File: config.mk
export PLATFORM = sky130hd
export DESIGN_NAME = gamepad_edge_and_autorepeat
export DESIGN_NICKNAME = d
export VERILOG_FILES = /design/src/sv/gpad_pkg.sv /design/src/sv/gamepad_edge_and_autorepeat.sv
export SDC_FILE = /design/constraint.sdc
export NUM_CORES = 1
export LEC_CHECK = 0
export ABC_AREA = 1
export BUFFER_PORTS_ARGS = -buffer_cell sky130_fd_sc_hd__buf_2
export CORE_MARGIN = 2
export CORE_UTILIZATION = 58
export DETAILED_ROUTE_END_ITERATION = 16
export GPL_TIMING_DRIVEN = 0
export HOLD_SLACK_MARGIN = 0.02
export PLACE_DENSITY = 0.81
export SLEW_MARGIN = 40
export SYNTH_ARGS = -nofsm -noshare
export SYNTH_HDL_FRONTEND = slang
export SYNTH_SLANG_ARGS = --single-unit
export TNS_END_PERCENT = 20
File: constraint.sdc
create_clock -name clk -period 5.4 [get_ports clk]
set_input_delay 0.54 -clock clk [delete_from_list [all_inputs] [get_ports clk]]
set_output_delay 0.54 -clock clk [all_outputs]
set_load 0.005 [all_outputs]
File: src/sv/gpad_pkg.sv
// ----------------------------------------------------------------------------
// gpad_pkg
// Shared types, constants and tables for the gamepad edge and auto-repeat block.
// ----------------------------------------------------------------------------
package gpad_pkg;

    // field widths
    localparam int BTN_W    = 16;
    localparam int AXIS_W   = 8;
    localparam int COUNT_W  = 32;
    localparam int DIR_W    = 4;
    localparam int HELD_W   = 16;
    localparam int THR_W    = 7;
    localparam int DELAY_W  = 8;
    localparam int CFG_W    = 16;
    localparam int CFG_A_W  = 2;

    // stream widths
    localparam int IN_DATA_W  = 128;
    localparam int OUT_DATA_W = 120;

    // frames between auto-repeat pulses once the delay has passed (1..64)
    localparam int REPEAT_INTERVAL = 5;
    localparam int PHASE_W = (REPEAT_INTERVAL > 1) ? $clog2(REPEAT_INTERVAL) : 1;

    // register reset values
    localparam logic [BTN_W-1:0]   MASK_RST  = 16'hFFFF;
    localparam logic [THR_W-1:0]   THR_RST   = 7'd50;
    localparam logic [DELAY_W-1:0] DELAY_RST = 8'd15;
    localparam logic [HELD_W-1:0]  HELD_MAX  = 16'hFFFF;

    // configuration register indexes
    typedef enum logic [CFG_A_W-1:0] {
        CFG_BUTTON_MASK     = 2'd0,
        CFG_STICK_THRESHOLD = 2'd1,
        CFG_REPEAT_DELAY    = 2'd2
    } cfg_idx_t;

    // direction bit positions
    localparam int DIR_UP    = 0;
    localparam int DIR_DOWN  = 1;
    localparam int DIR_LEFT  = 2;
    localparam int DIR_RIGHT = 3;

    typedef logic [PHASE_W-1:0] phase_t;
    typedef phase_t phase_tab_t [256];

    // input transaction, first field in the lowest bits
    typedef struct packed {
        logic signed [COUNT_W-1:0] frame_divider;
        logic signed [COUNT_W-1:0] last_post_count;
        logic signed [COUNT_W-1:0] vi_count;
        logic signed [AXIS_W-1:0]  axis_y;
        logic signed [AXIS_W-1:0]  axis_x;
        logic [BTN_W-1:0]          raw_buttons;
    } in_item_t;

    // output transaction, first field in the lowest bits
    typedef struct packed {
        logic [6:0]               pad;
        logic [HELD_W-1:0]        held_frames;
        logic                     repeat_pulse;
        logic [DIR_W-1:0]         dir_released;
        logic [DIR_W-1:0]         dir_pressed;
        logic [DIR_W-1:0]         dir_before;
        logic [BTN_W-1:0]         buttons_released;
        logic [BTN_W-1:0]         buttons_pressed;
        logic [BTN_W-1:0]         buttons_before;
        logic [DIR_W-1:0]         dir_now;
        logic signed [AXIS_W-1:0] stick_y_out;
        logic signed [AXIS_W-1:0] stick_x_out;
        logic [BTN_W-1:0]         buttons_now;
    } out_item_t;

    // value mod REPEAT_INTERVAL for every 8-bit delay, built by counting
    function automatic phase_tab_t build_phase_tab();
        phase_tab_t tab;
        int         r;
        r = 0;
        for (int i = 0; i < 256; i++)
        begin
            tab[i] = phase_t'(r);
            r = (r == REPEAT_INTERVAL - 1) ? 0 : r + 1;
        end
        return tab;
    endfunction

    localparam phase_tab_t DELAY_PHASE = build_phase_tab();

endpackage

File: src/sv/gamepad_edge_and_autorepeat.sv
// ----------------------------------------------------------------------------
// gamepad_edge_and_autorepeat
// Pad sample edge detection, game-frame publishing and auto-repeat.
// ----------------------------------------------------------------------------
// One pad sample in, one result out, at a sustained rate of one transaction
// per clock while the result side is not stalled. A sample sits in an input
// register; the mask, stick threshold, boundary compare and held-counter
// logic run combinationally from there, and the result lands in an output
// register, which raises output valid when it loads the result. The input
// side stays ready while a result waits downstream as long as the input
// register can hand over. Edges are gathered on every sample and published
// only on game-frame boundaries (the first sample after reset is always
// one). Configuration writes take effect on the next sample and should be
// made while the block is idle.
// ----------------------------------------------------------------------------
module gamepad_edge_and_autorepeat
    import gpad_pkg::*;
(
    input  logic                   clk,
    input  logic                   rst_n,
    input  logic                   cfg_we,
    input  logic [CFG_A_W-1:0]     cfg_addr,
    input  logic [CFG_W-1:0]       cfg_wdata,
    input  logic                   s_axis_tvalid,
    output logic                   s_axis_tready,
    // raw_buttons, axis_x, axis_y, vi_count, last_post_count, frame_divider
    input  logic [IN_DATA_W-1:0]   s_axis_tdata,
    output logic                   m_axis_tvalid,
    input  logic                   m_axis_tready,
    // buttons_now, stick_x_out, stick_y_out, dir_now, buttons_before,
    // buttons_pressed, buttons_released, dir_before, dir_pressed,
    // dir_released, repeat_pulse, held_frames, zero pad
    output logic [OUT_DATA_W-1:0]  m_axis_tdata
);

    // configuration
    logic [BTN_W-1:0]   mask_reg;
    logic [THR_W-1:0]   thr_reg;
    logic [DELAY_W-1:0] delay_reg;

    // pipeline
    logic      in_valid_reg;
    in_item_t  in_reg;
    logic      out_valid_reg;
    out_item_t out_reg;
    out_item_t out_next;
    logic      advance;

    // block state
    logic               have_base_reg;
    logic [BTN_W-1:0]   host_btn_reg;
    logic [DIR_W-1:0]   host_dir_reg;
    logic [BTN_W-1:0]   btn_rise_reg;
    logic [BTN_W-1:0]   btn_fall_reg;
    logic [DIR_W-1:0]   dir_rise_reg;
    logic [DIR_W-1:0]   dir_fall_reg;
    logic [BTN_W-1:0]   frame_btn_reg;
    logic [DIR_W-1:0]   frame_dir_reg;
    logic [HELD_W-1:0]  held_reg;
    phase_t             phase_reg;

    logic [BTN_W-1:0]   btn;
    logic [DIR_W-1:0]   dir;
    logic [BTN_W-1:0]   btn_rise_next;
    logic [BTN_W-1:0]   btn_fall_next;
    logic [DIR_W-1:0]   dir_rise_next;
    logic [DIR_W-1:0]   dir_fall_next;
    logic [HELD_W-1:0]  held_next;
    phase_t             phase_next;
    logic               boundary;
    logic               held_same;
    logic               fire;

    logic signed [AXIS_W:0]    sx;
    logic signed [AXIS_W:0]    sy;
    logic signed [AXIS_W:0]    thr_pos;
    logic signed [AXIS_W:0]    thr_neg;
    logic signed [COUNT_W+1:0] span;
    logic signed [COUNT_W+1:0] div_eff;

    assign advance       = in_valid_reg && (!out_valid_reg || m_axis_tready);
    assign s_axis_tready = !in_valid_reg || advance;
    assign m_axis_tvalid = out_valid_reg;
    assign m_axis_tdata  = out_reg;

    always_ff @(posedge clk or negedge rst_n)
    begin
        if (!rst_n)
        begin
            mask_reg  <= MASK_RST;
            thr_reg   <= THR_RST;
            delay_reg <= DELAY_RST;
        end
        else if (cfg_we)
        begin
            case (cfg_addr)
                CFG_BUTTON_MASK:     mask_reg  <= cfg_wdata[BTN_W-1:0];
                CFG_STICK_THRESHOLD: thr_reg   <= cfg_wdata[THR_W-1:0];
                CFG_REPEAT_DELAY:    delay_reg <= cfg_wdata[DELAY_W-1:0];
                default: ;
            endcase
        end
    end

    // input register
    always_ff @(posedge clk or negedge rst_n)
    begin
        if (!rst_n)
        begin
            in_valid_reg <= 1'b0;
        end
        else if (s_axis_tready)
        begin
            in_valid_reg <= s_axis_tvalid;
        end
    end

    always_ff @(posedge clk)
    begin
        if (s_axis_tready && s_axis_tvalid)
        begin
            in_reg <= in_item_t'(s_axis_tdata);
        end
    end

    // sample processing
    always_comb
    begin
        btn     = in_reg.raw_buttons & mask_reg;
        sx      = {in_reg.axis_x[AXIS_W-1], in_reg.axis_x};
        sy      = {in_reg.axis_y[AXIS_W-1], in_reg.axis_y};
        thr_pos = $signed({2'b00, thr_reg});
        thr_neg = -thr_pos;

        dir = '0;
        if (sx < thr_neg)
        begin
            dir[DIR_LEFT] = 1'b1;
        end
        else if (sx > thr_pos)
        begin
            dir[DIR_RIGHT] = 1'b1;
        end
        if (sy < thr_neg)
        begin
            dir[DIR_DOWN] = 1'b1;
        end
        else if (sy > thr_pos)
        begin
            dir[DIR_UP] = 1'b1;
        end

        btn_rise_next = btn_rise_reg | (btn & ~host_btn_reg);
        btn_fall_next = btn_fall_reg | (host_btn_reg & ~btn);
        dir_rise_next = dir_rise_reg | (dir & ~host_dir_reg);
        dir_fall_next = dir_fall_reg | (host_dir_reg & ~dir);

        // exact retrace span, two guard bits so nothing wraps
        span = {{2{in_reg.vi_count[COUNT_W-1]}}, in_reg.vi_count}
             + (COUNT_W+2)'(1)
             - {{2{in_reg.last_post_count[COUNT_W-1]}}, in_reg.last_post_count};
        if (in_reg.frame_divider <= 0)
        begin
            div_eff = (COUNT_W+2)'(1);
        end
        else
        begin
            div_eff = {{2{in_reg.frame_divider[COUNT_W-1]}}, in_reg.frame_divider};
        end
        boundary = !have_base_reg || (span >= div_eff);

        held_same = ((btn != '0) || (dir != '0))
                 && (frame_btn_reg == btn) && (frame_dir_reg == dir);

        // phase tracks held count mod the repeat interval
        held_next  = held_reg;
        phase_next = phase_reg;
        fire       = 1'b0;
        if (held_same)
        begin
            if (held_reg != HELD_MAX)
            begin
                held_next  = held_reg + 1'b1;
                phase_next = (phase_reg == phase_t'(REPEAT_INTERVAL - 1)) ?
                             '0 : phase_reg + 1'b1;
            end
            fire = (held_next >= {{(HELD_W-DELAY_W){1'b0}}, delay_reg})
                && (phase_next == DELAY_PHASE[delay_reg]);
        end
        else
        begin
            held_next  = '0;
            phase_next = '0;
        end

        out_next             = out_reg;
        out_next.pad         = '0;
        out_next.buttons_now = btn;
        out_next.stick_x_out = in_reg.axis_x;
        out_next.stick_y_out = in_reg.axis_y;
        out_next.dir_now     = dir;
        if (boundary)
        begin
            out_next.buttons_before   = frame_btn_reg;
            out_next.buttons_pressed  = btn_rise_next;
            out_next.buttons_released = btn_fall_next;
            out_next.dir_before       = frame_dir_reg;
            out_next.dir_pressed      = dir_rise_next;
            out_next.dir_released     = dir_fall_next;
            out_next.repeat_pulse     = fire;
            out_next.held_frames      = held_next;
        end
    end

    // state and output register; published fields live in the output register
    always_ff @(posedge clk or negedge rst_n)
    begin
        if (!rst_n)
        begin
            out_valid_reg <= 1'b0;
            out_reg       <= '0;
            have_base_reg <= 1'b0;
            host_btn_reg  <= '0;
            host_dir_reg  <= '0;
            btn_rise_reg  <= '0;
            btn_fall_reg  <= '0;
            dir_rise_reg  <= '0;
            dir_fall_reg  <= '0;
            frame_btn_reg <= '0;
            frame_dir_reg <= '0;
            held_reg      <= '0;
            phase_reg     <= '0;
        end
        else
        begin
            if (advance)
            begin
                out_valid_reg <= 1'b1;
            end
            else if (m_axis_tready)
            begin
                out_valid_reg <= 1'b0;
            end

            if (advance)
            begin
                out_reg      <= out_next;
                host_btn_reg <= btn;
                host_dir_reg <= dir;
                if (boundary)
                begin
                    have_base_reg <= 1'b1;
                    frame_btn_reg <= btn;
                    frame_dir_reg <= dir;
                    held_reg      <= held_next;
                    phase_reg     <= phase_next;
                    btn_rise_reg  <= '0;
                    btn_fall_reg  <= '0;
                    dir_rise_reg  <= '0;
                    dir_fall_reg  <= '0;
                end
                else
                begin
                    btn_rise_reg <= btn_rise_next;
                    btn_fall_reg <= btn_fall_next;
                    dir_rise_reg <= dir_rise_next;
                    dir_fall_reg <= dir_fall_next;
                end
            end
        end
    end

endmodule

# Word level (Yosys, flattened, before mapping)

Memories as Yosys holds them, arrays and structs flattened.
Cells that the tools add are included.
W data, S select, Z words.

$lt $le $gt $ge: 8
Reductions and logical operators: 20
Bitwise operators: 14
Muxes and demuxes: 23
Equal/unequal tests: 7
Add/sub/neg operators: 5

Operators by type and width:

| operator                | count |
|---|---|
| $mux W16                | 5 |
| $and A16 B16 Y16        | 3 |
| $ge A34 B34 Y1          | 1 |
| $mux W34                | 1 |
| $sub A33 B32 Y34        | 1 |
| $add A32 B2 Y33 const B | 1 |
| $le A32 B1 Y1 const B   | 1 |
| $not A16 Y16            | 2 |
| $or A16 B16 Y16         | 2 |
| $lt A8 B9 Y1            | 2 |
| $mux W3                 | 6 |
| $add A16 B1 Y16 const B | 1 |
| $eq A16 B16 Y1          | 1 |
| $ge A16 B8 Y1           | 1 |
| $gt A8 B8 Y1            | 2 |
| $ne A16 B16 Y1 const B  | 1 |
| $reduce_bool A16 Y1     | 1 |
| $ge A9 B9 Y1 const B    | 1 |
| $mux W1                 | 9 |
| $neg A7 Y9              | 1 |
| $not A8 Y9              | 1 |
| $and A4 B4 Y4           | 2 |
| $mux W4                 | 2 |
| $not A4 Y4              | 2 |
| other kinds (14)        | 27 |

Output and inout port bits: 122
Input bits: 151
Word-level logic and storage cells: 109
Memories kept: 1
Register bits: 338
Memory bits (read-only): 768

Memory list:

| memory           | words | width | rd ports | clocked after Yosys merged registers in | wr ports | line                               | text |
|---|---|---|---|---|---|---|---|
| (name not given) | 256   | 3     | 1        | 0                                       | 0        | gamepad_edge_and_autorepeat.sv:188 | `&& (phase_next == DELAY_PHASE[delay_reg]);` |

# Depth between registers and ports, before layout

Gate-level depths: netlist of the first run.

Depth after elaboration: 11
Gate-level depth with buffers: 32
Gate-level depth less buffers: 30

# Least setup slack after synthesis of the first run

OpenSTA, ideal clock, no wires.

Kind: reg2reg
Start: register in_reg[65] in the netlist's numbering
End: register out_reg, in the netlist m_axis_tdata[83]
Path slack: 1470 ps
Cell stages (with the launch flop): 30
Arrival time: 3803 ps
Setup time: 127 ps
Data required time: 5273 ps
Path through: edfxtp_1 -> ha_1 -> inv_1 -> ha_1 -> fa_1 -> nand3_1 -> nand2_1 -> nand3_1 -> nand2_1 -> a21o_1 -> a21oi_1 -> o21ai_0 -> nand2_1 -> inv_1 -> o21bai_1 -> nand2_1 -> ha_1 -> nand2_1 -> nor2_1 -> nand4_1 -> nor2_2 -> nand3_1 -> nand3_1 -> nand2_1 -> nand3_1 -> nand2_2 -> buf_4 -> buf_2 -> nand2_1 -> o21ai_1

Longest elaborated chain between the ends: 4

Ends and longest elaborated chain:

| element                            | line                               | text |
|---|---|---|
| start: declaration                 | gamepad_edge_and_autorepeat.sv:43  | `in_item_t in_reg;` |
| start signal: assignment           | gamepad_edge_and_autorepeat.sv:122 | `in_reg <= in_item_t'(s_axis_tdata);` |
| $sub A33 B32 Y34                   | gamepad_edge_and_autorepeat.sv:161 | `- {{2{in_reg.last_post_count[COUNT_W-1]}}, in_reg.last_post_count};` |
| $ge A34 B34 Y1                     | gamepad_edge_and_autorepeat.sv:170 | `boundary = !have_base_reg \|\| (span >= div_eff);` |
| $logic_or A1 B1 Y1                 | gamepad_edge_and_autorepeat.sv:170 |  |
| $reduce_and A2 Y1 (no source line) | -                                  |  |
| end signal: assignment             | gamepad_edge_and_autorepeat.sv:247 | `out_reg <= out_next;` |
| end: declaration                   | gamepad_edge_and_autorepeat.sv:45  | `out_item_t out_reg;` |

Every way passes these cells.
A chain may end at the register's enable or synchronous reset.

# Worst setup path in the final report of the first run

Start: register in_reg[65] in the netlist's numbering
End: register frame_btn_reg[6]

Longest elaborated chain between the ends: 4

Ends and longest elaborated chain:

| element                            | line                               | text |
|---|---|---|
| $sub A33 B32 Y34                   | gamepad_edge_and_autorepeat.sv:161 |  |
| $ge A34 B34 Y1                     | gamepad_edge_and_autorepeat.sv:170 |  |
| $logic_or A1 B1 Y1                 | gamepad_edge_and_autorepeat.sv:170 |  |
| $reduce_and A2 Y1 (no source line) | -                                  |  |
| end signal: assignment             | gamepad_edge_and_autorepeat.sv:253 | `frame_btn_reg <= btn;` |
| end: declaration                   | gamepad_edge_and_autorepeat.sv:57  | `logic [BTN_W-1:0] frame_btn_reg;` |

Every way passes these cells.

==> impl_metrics.env, run 1 <==
export IMPL_status="completed"
export IMPL_final_hold_viol_count=0
export IMPL_numCtsBuffers=37
export IMPL_cts_max_level=2
export IMPL_drt_first_pass_iters=8
export IMPL_leakage_uw=0.0106
export IMPL_vdd_drop_max_uv=335
export IMPL_core_rowCount=64
export IMPL_gp_congestion=0.919
export IMPL_drt_initial_drc_count=1283
export IMPL_post_route_cell_area_um2=21400
export IMPL_synth_top_family_by_area="simple AND/OR/NAND/NOR gates"
export IMPL_grt_remaining_overflow=0
export IMPL_synth_top_cell_area_share_pct=25.8
export IMPL_postSynthAreaPerCell_um2=8.93
export IMPL_clock_path_buffers=3
export IMPL_grt_pass1_vias=15500
export IMPL_synthXorXnorAreaFrac_pct=1.83
export IMPL_largest_reg_flops=128
export IMPL_drive_above_1_share_pct=18.3
export IMPL_hold_path_class="in2reg"
export IMPL_crit_family="simple AND/OR/NAND/NOR gates"
export IMPL_rsz0062_at_grt="false"
export IMPL_initial_core_util_pct=59.2
export IMPL_tns_ns=0
export IMPL_num_vias=15700
export IMPL_worst_pin_slew_ns=0.687
export IMPL_syn_to_final_growth_pct=17.6
export IMPL_cpMostUsedCell="nand2_1"
export IMPL_ys_types=45
export IMPL_ys_seq_elements=338
export IMPL_crit_path_start_kind="register"
export IMPL_final_antenna_net_count=0
export IMPL_portBuffers=265
export IMPL_fin_skew_ns=0.0286
export IMPL_drv_slew=0
export IMPL_cp_required_ns=5.84
export IMPL_synth_cells=2034
export IMPL_p_per_area_nw_per_um2=407
export IMPL_die_h_um=181
export IMPL_slowest_delay_ns=0.41
export IMPL_cp_arrival_ns=5.38
export IMPL_insertion_delay_ns=0.54
export IMPL_grt_use_total_pct=29.6
export IMPL_synthTopCellsByArea="dfrtp_1 (26%), edfxtp_1 (21%), nand2_1 (11%)"
export IMPL_finalCriticalPeriod_ns=4.94
export IMPL_core_area_um2=30700
export IMPL_placed_cell_area_um2=20100
export IMPL_period_share_pct=91.5
export IMPL_synth_mux_area_share_pct=0.496
export IMPL_drc=0
export IMPL_relSlewSlack_pct=54.2
export IMPL_hpwl_mm=36.1
export IMPL_async_reset_ff_share_pct=62.1
export IMPL_end_kind="register"
export IMPL_maxCapViolCount=0
export IMPL_die_width_um=181
export IMPL_cts_setup_buffers=0
export IMPL_cts_sinks=338
export IMPL_cts_tree="yes"
export IMPL_synth_compound_area_share_pct=9.52
export IMPL_final_nets=2647
export IMPL_synth_simple_area_share_pct=21.2
export IMPL_synth_main_ff_cell="dfrtp_1"
export IMPL_drt_wl_total_mm=48.0
export IMPL_crit_buf_inv=4
export IMPL_grt_pass1_wl_mm=78.1
export IMPL_yosysWarnings=0
export IMPL_synthAdderAreaFrac_pct=10.0
export IMPL_grt_max_degree=83
export IMPL_antenna_found_initial=2
export IMPL_cts_clk_slew_worst_paths_ns=0.06
export IMPL_rrSetupSlack_ns=0.46
export IMPL_synth_edf_count=128
export IMPL_crit_slowest_cell="fa_1"
export IMPL_setup_viol=0
export IMPL_wl_per_cell_um=17.3
export IMPL_seq_area_frac_synth_pct=50.3
export IMPL_root_buffer="clkbuf_16"
export IMPL_crit_type="reg2reg"
export IMPL_syn_area_um2=18200
export IMPL_dieArea_um2=32700
export IMPL_num_io_pins=273
export IMPL_synth_common_cells="nand2_1 (545), inv_1 (216), dfrtp_1 (187)"
export IMPL_max_freq_mhz=202
export IMPL_synth_top_area_cell="dfrtp_1"
export IMPL_synth_most_common_cell="nand2_1"
export IMPL_path_max_fanout=10
export IMPL_vias_per_cell=5.65
-- placed cells by master, fill, tap and decap left out, types with 4 or more instances in the layout --
cell	instances
a211oi_1	20
a21o_1	12
a21oi_1	83
a31oi_1	5
buf_16	4
buf_2	284
buf_4	17
buf_6	4
clkbuf_1	32
clkbuf_16	38
clkbuf_8	9
clkinv_2	5
conb_1	10
dfrtp_1	187
dfstp_2	23
edfxtp_1	128
ha_1	144
inv_1	215
inv_2	4
mux2_2	8
nand2_1	545
nand3_1	161
nand4_1	29
nor2_1	105
nor3_1	11
nor3_2	21
nor4_1	9
o21ai_0	90
o21ai_1	94
o21bai_1	6
or2_2	4
xnor2_1	8
xor2_1	30
-- through the flow --
step	worst slack (ns)	hold WS [ns]	util, %	instances	total power (uW)
2_1_floorplan	1.47	0.244	-	2042	5230
3_3_place_gp	0.246	0.463	65.2	2703	6090
3_5_place_dp	0.441	0.327	65.7	2707	6210
4_1_cts	0.392	0.165	69.6	2776	8700
5_1_grt	0.0620	0.165	69.6	2778	9240
6_report	0.457	0.180	69.6	2778	8690
-- final cells by class --
| cell class | count | area (um^2) |
|---|---|---|
| timing repair buffer | 270 | 1460 |
| multi-input combinational | 1418 | 7870 |
| antenna | 2 | 5.00 |
| fill | 2386 | 9310 |
| tap | 396 | 495 |
| sequential | 338 | 9130 |
| clock inverter | 11 | 91.3 |
| inverter | 222 | 841 |
| clock buffer | 57 | 1110 |
| buffer | 64 | 359 |
-- path summary, 6_finish.rpt --
path | from | cells past startpoint | to
max | in_reg[65]$_DFFE_PP_ | 28 | frame_btn_reg[6]$_DFFE_PN0P_
min | s_axis_tdata[12] | 1 | in_reg[12]$_DFFE_PP_
max reg2reg | in_reg[65]$_DFFE_PP_ | 28 | frame_btn_reg[6]$_DFFE_PN0P_
min reg2reg | have_base_reg$_DFFE_PN0P_ | 1 | have_base_reg$_DFFE_PN0P_
max in group asynchronous | rst_n | 4 | mask_reg[13]$_DFFE_PN1P_
min in group asynchronous | rst_n | 2 | m_axis_tdata[96]$_DFFE_PN0P_
-- repair_timing --
item / in CTS / in global routing
hold buffers: 1 / 0
resized for setup: 0 / 2
setup endpoints to repair: 0 / 8
hold endpoints to repair: 2 / 0
-- power breakdown --
part	switching [uW]	total, uW	internal (uW)
logic	1710	2720	1010
registers	330	3520	3190
clock network	1030	2460	1430
-- cell families after synthesis --
kind of cell / Yosys count
fa+ha+maj: 145
xor+xnor: 38
buf+inv: 286
mux: 8
other cells: 2
compound gates: 320
flops: 338
simple gates: 897
-- worst register-to-register path: cells and delay by family (launching register included) --
kind	cells	cell delay (ns)
fa+ha+maj	4	1.22
flops	1	0.36
buf+inv	4	0.55
simple gates	15	1.72
compound gates	5	1.01
-- layer usage --
| metal | vias up | wire length, um | GRT usage, % | part of all wire, % |
|---|---|---|---|---|
| met1 | 7436 | 20400 | 40.4 | 43 |
| met3 | 129 | 3670 | 4.56 | 7.6 |
| met5 | - | 0 | 0 | 0 |
| met2 | 674 | 21800 | 47.3 | 45 |
| li1 | 7458 | - | - | - |
| met4 | 0 | 2070 | 12.7 | 4.3 |
Note: power is estimated with default switching activity, not from simulation.
==> run 2, diff against run 1 <==
- CORE_UTILIZATION: 58 -> 40
- PLACE_DENSITY: 0.81 -> not set
- SLEW_MARGIN: 40 -> not set
==> impl_metrics.env, run 2 (synthesis gave the netlist of run 1 again) <==
export IMPL_status="completed"
export IMPL_cpMostUsedCell="nand2_1"
export IMPL_hpwl_mm=38.4
export IMPL_cts_tree="yes"
export IMPL_crit_slowest_cell="nor4_2"
export IMPL_numCtsBuffers=40
export IMPL_rrSetupSlack_ns=0.35
export IMPL_min_delay_path_depth=1
export IMPL_drive_above_1_share_pct=18.7
export IMPL_startpoint="in_reg[65]$_DFFE_PP_"
export IMPL_r2r_start="in_reg[65]$_DFFE_PP_"
export IMPL_crit_type="reg2reg"
export IMPL_maxCapViolCount=0
export IMPL_grt_pass1_wl_mm=80.2
export IMPL_clockPowerShare_pct=30.9
export IMPL_cts_clk_slew_worst_paths_ns=0.06
export IMPL_num_vias=15000
export IMPL_drt_first_pass_iters=5
export IMPL_post_route_cell_area_um2=21700
export IMPL_finalCriticalPeriod_ns=5.05
export IMPL_dieArea_um2=47100
export IMPL_seq_power_share_pct=39.1
export IMPL_cp_arrival_ns=5.56
export IMPL_root_buffer="clkbuf_16"
export IMPL_switching_share_pct=35.2
export IMPL_portBuffers=265
export IMPL_grt_pass1_vias=14800
export IMPL_cp_required_ns=5.91
export IMPL_vias_per_cell=5.04
export IMPL_fin_cells=2988
export IMPL_grt_max_degree=118
export IMPL_end_kind="register"
export IMPL_final_antenna_net_count=0
export IMPL_placed_cell_area_um2=20300
export IMPL_die_width_um=217
export IMPL_gp_congestion=0.932
export IMPL_syn_to_final_growth_pct=19.7
export IMPL_antenna_found_initial=6
export IMPL_r2r_cells=25
export IMPL_final_nets=2648
export IMPL_final_hold_viol_count=0
export IMPL_relSlewSlack_pct=46.8
export IMPL_clock_path_buffers=3
export IMPL_drt_initial_drc_count=1194
export IMPL_die_h_um=217
export IMPL_setup_viol=0
export IMPL_drt_wl_total_mm=50.6
export IMPL_drv_slew=0
export IMPL_worst_pin_slew_ns=0.799
export IMPL_combPwrFrac_pct=30.0
export IMPL_endpoint="m_axis_tdata[96]$_DFFE_PN0P_"
export IMPL_insertion_delay_ns=0.57
export IMPL_most_common_layout_cells="nand2_1 (545), buf_2 (284), inv_1 (215)"
export IMPL_core_area_um2=45100
export IMPL_dp_cells=2909
export IMPL_p_per_area_nw_per_um2=414
export IMPL_vdd_drop_max_uv=285
export IMPL_num_io_pins=273
export IMPL_core_rowCount=78
export IMPL_hold_start="s_axis_tdata[51]"
export IMPL_max_freq_mhz=198
export IMPL_grt_remaining_overflow=0
export IMPL_switchingPower_uw=3170
export IMPL_r2r_end="m_axis_tdata[96]$_DFFE_PN0P_"
export IMPL_final_common_cell="nand2_1"
export IMPL_cts_setup_buffers=0
export IMPL_internal_power_uw=5840
export IMPL_cts_max_level=2
export IMPL_crit_path_start_kind="register"
export IMPL_wl_per_cell_um=16.9
export IMPL_hold_path_class="in2reg"
export IMPL_fin_skew_ns=0.0229
export IMPL_largest_reg_flops=128
export IMPL_leakage_uw=0.0106
export IMPL_path_max_fanout=10
export IMPL_drc=0
export IMPL_cts_sinks=338
export IMPL_fillers=4335
export IMPL_slowest_delay_ns=0.55
export IMPL_grt_use_total_pct=21.8
export IMPL_period_share_pct=93.6
export IMPL_initial_core_util_pct=40.3
## run 2: changes by cell type in the layout (fill, tap and decap cells not counted), moves of 2 or more
cell       before  now
inv_16          0    2
clkbuf_16      38   42
buf_16          4    2
clkbuf_1       32   29
clkbuf_8        9   11
diode_2         2    4
## run 2: worst min path at each step
stage | end | slack, ns
after global routing | in_reg[110]$_DFFE_PP_ | 0.11
final | in_reg[51]$_DFFE_PP_ | 0.14
after floorplan | btn_fall_reg[0]$_DFFE_PN0P_ | 0.24
after global placement | m_axis_tdata[25]$_DFFE_PN0P_ | 0.46
after CTS | in_reg[16]$_DFFE_PP_ | 0.11
after detailed placement | m_axis_tdata[28]$_DFFE_PN0P_ | 0.46
## run 2: stage by stage
step | setup slack (ns) | util (%) | hold slack, ns | power (uW) | TNS (ns)
2_1_floorplan | 1.47 | - | 0.244 | 5230 | 0
5_1_grt | -0.0248 | 48.2 | 0.110 | 9630 | -0.162
4_1_cts | 0.249 | 48.2 | 0.106 | 9080 | 0
6_report | 0.346 | 48.2 | 0.137 | 9000 | 0
3_3_place_gp | 0.0785 | 44.9 | 0.461 | 6200 | 0
3_5_place_dp | 0.262 | 45.1 | 0.461 | 6250 | 0
## run 2: layout make-up
class / count / area [um^2] / share of cell area, %
flip-flops and latches: 338 / 9130 / 42.0
plain buffers: 64 / 359 / 1.65
diodes: 4 / 10.0 / 0.0461
inverters: 222 / 838 / 3.86
repair buffers: 268 / 1400 / 6.45
clock buffers: 60 / 1230 / 5.65
well taps: 600 / 751 / 3.45
clock inverters: 14 / 143 / 0.656
multi-input cells: 1418 / 7880 / 36.2
## run 2: repair_timing
item	in CTS	in global routing
hold buffers	1	0
setup endpoints to repair	0	133
gates resized for setup	0	2
hold endpoints to repair	2	0
## run 2: worst max-delay path, delay by kind of cell (launching register included)
kind / cells / cell delay, ns
AOI/OAI and AO/OA: 5 / 0.84
DFF: 1 / 0.38
adders and majority gates: 4 / 1.37
and+or+nand+nor: 13 / 1.94
buffers and inverters: 3 / 0.45
## run 2: power by group through the flow
stage / Sequential [uW] / Combinational, uW / Clock [uW]
after global routing: 3580 / 3100 / 2950
after floorplan: 3490 / 1740 / 0
after global placement: 3560 / 2640 / 0
final: 3520 / 2700 / 2790
after detailed placement: 3560 / 2700 / 0
after CTS: 3520 / 2710 / 2850
## run 2: routing by layer
| layer | wire length, um | share of wire, % | vias up | global-route usage (%) |
|---|---|---|---|---|
| met5 | 0 | 0 | - | 0 |
| met4 | 1200 | 2.4 | 0 | 6.28 |
| met3 | 2980 | 5.9 | 75 | 4.25 |
| met2 | 22500 | 45 | 418 | 34.0 |
| met1 | 23800 | 47 | 7103 | 30.7 |
| li1 | - | - | 7450 | - |
